## src/design/q824rsq_pkg.sv

```systemverilog
`timescale 1ns / 1ps
// ----------------------------------------------------------------------------
// q824rsq_pkg
// Shared types, constants and the seed function for the Q8.24 reciprocal
// square root pipeline.
// ----------------------------------------------------------------------------
package q824rsq_pkg;

    // Default seed index width (mantissa bits kept below the leading one)
    localparam int SEED_INDEX_BITS_DEFAULT = 7;

    // Operand classification limits
    localparam logic [30:0] SAT_LIMIT    = 31'd1024;
    localparam logic [30:0] DIRECT_LIMIT = 31'd1040;

    // 1.5 in Q8.24
    localparam logic [31:0] Q_ONE_POINT_FIVE = 32'd25165824;

    // Saturation values
    localparam logic [31:0] Q_MAX = 32'h7FFF_FFFF;
    localparam logic [31:0] Q_MIN = 32'h8000_0000;

    // Width of a raw seed table entry before the exponent shift
    localparam int BASE_W = 36;

    // Registered stages from input accept to result valid
    localparam int PIPE_LATENCY = 8;

    // Operand class
    typedef enum logic [1:0] {
        CLS_SAT,
        CLS_DIRECT,
        CLS_NEWTON
    } cls_t;

    // Decode stage to seed stage
    typedef struct packed {
        cls_t        cls;
        logic [3:0]  shift;
        logic [3:0]  dir_idx;
        logic [30:0] x;
    } dec_t;

    // Seed stage to Newton stage
    typedef struct packed {
        cls_t        cls;
        logic [30:0] y;
        logic [30:0] x;
    } seed_t;

    // Largest y with y*y*n <= 2^72, i.e. floor(2^36 / sqrt(n)).
    // Only evaluated on constants to build the seed tables.
    function automatic logic [BASE_W-1:0] seed_calc(input logic [15:0] n);
        logic [BASE_W-1:0] y;
        logic [BASE_W-1:0] c;
        logic [127:0]      prod;
        y = '0;
        for (int b = BASE_W - 1; b >= 0; b--) begin
            c    = y | (BASE_W'(1) << b);
            prod = 128'(c) * 128'(c) * 128'(n);
            if (prod <= (128'(1) << 72)) begin
                y = c;
            end
        end
        return y;
    endfunction

endpackage

```

## src/design/q824rsq_decode.sv

```systemverilog
`timescale 1ns / 1ps
// ----------------------------------------------------------------------------
// q824rsq_decode
// First pipeline stage: classifies the operand, finds its leading one and
// forms the seed table address and exponent shift.
// ----------------------------------------------------------------------------
module q824rsq_decode #(
    parameter int SEED_INDEX_BITS = q824rsq_pkg::SEED_INDEX_BITS_DEFAULT
) (
    input  logic                     clk,
    input  logic                     rst_n,
    input  logic [31:0]              value,
    input  logic                     in_valid,
    output logic                     in_ready,
    output q824rsq_pkg::dec_t        dec,
    output logic [SEED_INDEX_BITS:0] rom_addr,
    output logic                     out_valid,
    input  logic                     out_ready
);

    localparam logic [4:0] SIB5 = 5'(SEED_INDEX_BITS);

    logic                     valid_reg;
    q824rsq_pkg::dec_t        dec_reg;
    q824rsq_pkg::dec_t        dec_next;
    logic [SEED_INDEX_BITS:0] addr_reg;
    logic [SEED_INDEX_BITS:0] addr_next;
    logic [4:0]               lead;
    logic [4:0]               expo;
    logic [30:0]              mant_sh;
    logic                     en;

    // Stage advances when empty or when the next stage takes its item
    assign en       = !valid_reg || out_ready;
    assign in_ready = en;

    // Leading one of the magnitude bits
    always_comb
    begin
        lead = '0;
        for (int i = 0; i < 31; i++) begin
            if (value[i]) begin
                lead = 5'(i);
            end
        end
    end

    // Classification, table address and shift
    always_comb
    begin
        expo    = lead - SIB5;
        mant_sh = value[30:0] >> expo;
        if (value[31] || value[30:0] <= q824rsq_pkg::SAT_LIMIT) begin
            dec_next.cls = q824rsq_pkg::CLS_SAT;
        end else if (value[30:0] < q824rsq_pkg::DIRECT_LIMIT) begin
            dec_next.cls = q824rsq_pkg::CLS_DIRECT;
        end else begin
            dec_next.cls = q824rsq_pkg::CLS_NEWTON;
        end
        dec_next.shift   = expo[4:1];
        dec_next.dir_idx = value[3:0];
        dec_next.x       = value[31:1];
        addr_next        = {expo[0], mant_sh[SEED_INDEX_BITS-1:0]};
    end

    always_ff @(posedge clk or negedge rst_n)
    begin
        if (!rst_n) begin
            valid_reg <= 1'b0;
        end else if (en) begin
            valid_reg <= in_valid;
        end
    end

    always_ff @(posedge clk)
    begin
        if (en && in_valid) begin
            dec_reg  <= dec_next;
            addr_reg <= addr_next;
        end
    end

    assign dec       = dec_reg;
    assign rom_addr  = addr_reg;
    assign out_valid = valid_reg;

endmodule

```

## config.mk

```make
export PLATFORM = sky130hd
export DESIGN_NAME = q824rsq_decode
export DESIGN_NICKNAME = d
export VERILOG_FILES = /design/src/design/q824rsq_pkg.sv /design/src/design/q824rsq_decode.sv
export SDC_FILE = /design/constraint.sdc
export NUM_CORES = 1
export LEC_CHECK = 0
export ABC_AREA = 1
export ABC_CLOCK_PERIOD_IN_PS = 4050
export BUFFER_PORTS_ARGS = -buffer_cell sky130_fd_sc_hd__buf_4
export CAP_MARGIN = 10
export CORE_ASPECT_RATIO = 0.9
export CORE_MARGIN = 4
export CORE_UTILIZATION = 30
export CTS_BUF_LIST = sky130_fd_sc_hd__clkbuf_4
export DETAILED_ROUTE_END_ITERATION = 10
export SETUP_SLACK_MARGIN = 0.5
export SLEW_MARGIN = 20
export SYNTH_ARGS = -nofsm -noshare
export SYNTH_HDL_FRONTEND = slang
export SYNTH_SLANG_ARGS = --single-unit
```

## constraint.sdc

```tcl
create_clock -name clk -period 4.05 [get_ports clk]
set_input_delay 0 -clock clk [delete_from_list [all_inputs] [get_ports clk]]
set_output_delay 0 -clock clk [all_outputs]
set_load 0.1 [all_outputs]
```

==> results.tsv <==
stage	metric	value	unit
power	pwr-share-clk	0.153	
timing	period_share	0.769	
power	internal_power	0.000862	W
placement	hpwl	7190	um
layout	postLayoutCoreUtil	0.443	
synth	ys_top_cells_by_area	edfxtp_1 44%, nand3_1 16%, nand2_1 15%	
layout	mostFrequentLayoutCells	125 x nand2_1, 102 x buf_4, 101 x nand3_1	
drt	drtIter0Drc	322	
timing	worst_pin_slew	0.801	ns
layout	drive_gt1_frac	0.247	
clocking	cts_made_buffers	5	
critical_path	crit_path_max_incr_delay	0.54	ns
global_routing	grt_max_degree	34	
global_routing	grt_pass1_vias	3266	
timing	hold_viol	0	
drt	via_per_inst	5.02	
floorplanning	initial_core_util	0.307	
drt	drtAntennaViolNets	0	
job	cap_violations	0	
layout	final_nets	595	
timing	min_period	3.11	ns
synth	synthDistinctLibCells	28	
floorplanning	die_y	105	um
critical_path	slowest_stage	dlygate4sd3_1	
clocking	clock_sinks	47	
critical_path	crit_top_cell	nand2_1	
layout	antenna_cells	0	
synth	synth_top_area_frac	0.437	
global_routing	antenna_found_initial	0	
synth	ys_async_sr_fraction	0.0213	
clocking	cts.clk_slew.worst_paths	0.14	ns
layout	largest_reg_flops	38	
global_routing	grt_pass1_wl	16400	um
clocking	cts_buffer_depth	2	
floorplanning	rows	35	
drt	wl_per_cell	15.2	um
layout	area_growth_syn_to_layout	44.0	%
placement	post-place-ws	0.694	ns
timing	hold_slack	0.222	ns
critical_path	worstSetupEndpointType	register	
synth	avgSynthCellArea	7.38	sq um
clocking	cts_tree	built	
synth	synthFlopType	edfxtp_1	
drt	postRouteWirelength	10400	um
drt	drc_errors	0	
drt	firstDrtPassIters	5	
layout	layout.cells.non_filler	688	
power	vdd_drop_max	0.000161	V
synth	synth_warnings	0	
placement	dp_cells	628	
timing	setup_viol	0	
placement	io_buffers	86	
synth	ys_seq_area_frac	0.444	
layout	n_fill_cell	1033	
clocking	htreeDepth	2	
power	p_sw	0.000673	W
floorplanning	die_x	116	um
critical_path	cp.arrival	3.26	ns
global_routing	gr-usage-all-layers	0.166	
floorplanning	dieArea	12300	sq um
synth	postSynthCellCount	429	
power	p_per_area	337	nW/um^2
layout	final_common_cell	nand2_1	
synth	synth-edff-count	46	
timing	fmax	321	MHz
critical_path	r2r_slack	2.22	ns
timing	final.setup.tns	0	ns
critical_path	path_max_fanout	9	
critical_path	path_class	input port to register	
run_status	status	finished, final reports clean	
power	combPwrFrac	0.467	
global_routing	overflow	0	
timing	clock_skew	0.00439	ns
clocking	cts_root_buf	clkbuf_4	
placement	gp_congestion	0.842	
synth	synthesis.nets	466	
timing	rsz0062_at_grt	false	
power	p_seq_frac	0.381	
timing	max_slew_margin	0.464	
timing	drv_slew	0	
clocking	clk_latency	0.37	ns
power	leakagePower	2.08	nW
critical_path	required	4.19	ns
critical_path	crit_path_start_kind	input port	
floorplanning	ios	87	
power	p_sw_frac	0.439	
worst_hold_path	worstHoldPathType	input port to register	
synth	synth.cell_area	3160	sq um
timing	worst_slack	0.936	ns
synth	ys_ff_latch	47	
drt	num_vias	3453	
synth	synth_top_cell_by_area	edfxtp_1	
floorplanning	coreArea	10300	sq um
-- area by class of cell --
type	instances	area, sq um	share of cell area
timing repair buffer	142	1190	0.262
inverter	44	173	0.0379
clock buffer	6	45.0	0.00989
tap	129	161	0.0354
multi-input combinational	318	1560	0.343
sequential	47	1410	0.309
clock inverter	2	12.5	0.00275
-- logic make-up after synthesis --
kind of cell / after synthesis / share of synthesized area
AOI/OAI and AO/OA: 29 / 0.0530
xor gates and xnor gates: 1 / 0.00277
adders and majority gates: 1 / 0.00395
buffers and inverters: 66 / 0.0973
DFF: 47 / 0.444
and+or+nand+nor: 285 / 0.399
-- power by group through the flow --
stage / registers [W] / logic, W / clock network, W
2_1_floorplan: 0.000815 / 0.000259 / 0
3_3_place_gp: 0.000595 / 0.000632 / 0
3_5_place_dp: 0.000596 / 0.000633 / 0
4_1_cts: 0.000585 / 0.000663 / 0.000243
5_1_grt: 0.000588 / 0.000771 / 0.000263
6_report: 0.000585 / 0.000716 / 0.000234
-- stage by stage --
step / cell area (sq um) / power (W)
floorplan: 3170 / 0.00107
global placement: 3880 / 0.00123
detailed placement: 3880 / 0.00123
CTS: 4300 / 0.00149
global route: 4560 / 0.00162
finish: 4560 / 0.00154
-- synthesized netlist by cell type, types with 4 or more instances --
| cell type | n |
|---|---|
| a21oi_1 | 4 |
| buf_4 | 5 |
| buf_6 | 5 |
| clkbuf_1 | 6 |
| edfxtp_1 | 46 |
| inv_1 | 41 |
| nand2_1 | 127 |
| nand2_2 | 7 |
| nand3_1 | 104 |
| nand4_1 | 4 |
| nor2_1 | 33 |
| nor4_1 | 5 |
| o211ai_1 | 4 |
| o21ai_0 | 8 |
| o21ai_1 | 7 |
-- worst max-delay path, delay by kind of cell --
kind | cells | cell delay (ns)
XOR/XNOR | 1 | 0.16
adder cells (fa/ha/maj) | 1 | 0.17
buffers and inverters | 5 | 1.03
AND/OR/NAND/NOR | 32 | 1.86
-- worst paths after layout --
path	start	end	cells past startpoint
worst min-delay path	out_ready	dec[10]	3
worst max-delay path	value[2]	rom_addr[1]	39
worst max register to register	out_valid	dec[21]	2
min in group asynchronous	rst_n	out_valid	3
worst min register to register	out_valid	dec[10]	1
max in group asynchronous	rst_n	out_valid	3
-- layer usage --
metal / vias up / part of all wire / track usage / wire length (um)
li1: 1702 / - / - / -
met1: 1591 / 0.46 / 0.240 / 4780
met2: 150 / 0.46 / 0.262 / 4800
met3: 10 / 0.073 / 0.0281 / 764
met4: 0 / 0.0090 / 0.0298 / 94
met5: - / 0 / 0 / 0
-- repair_timing --
item                                    4_1_cts  5_1_grt
hold buffers                                 36        0
hold endpoints to repair                     34        0
endpoints found under the setup margin        0        9
gates resized for setup                       0       24
buffers inserted                              0       13
(Power assumes the default switching activity.)
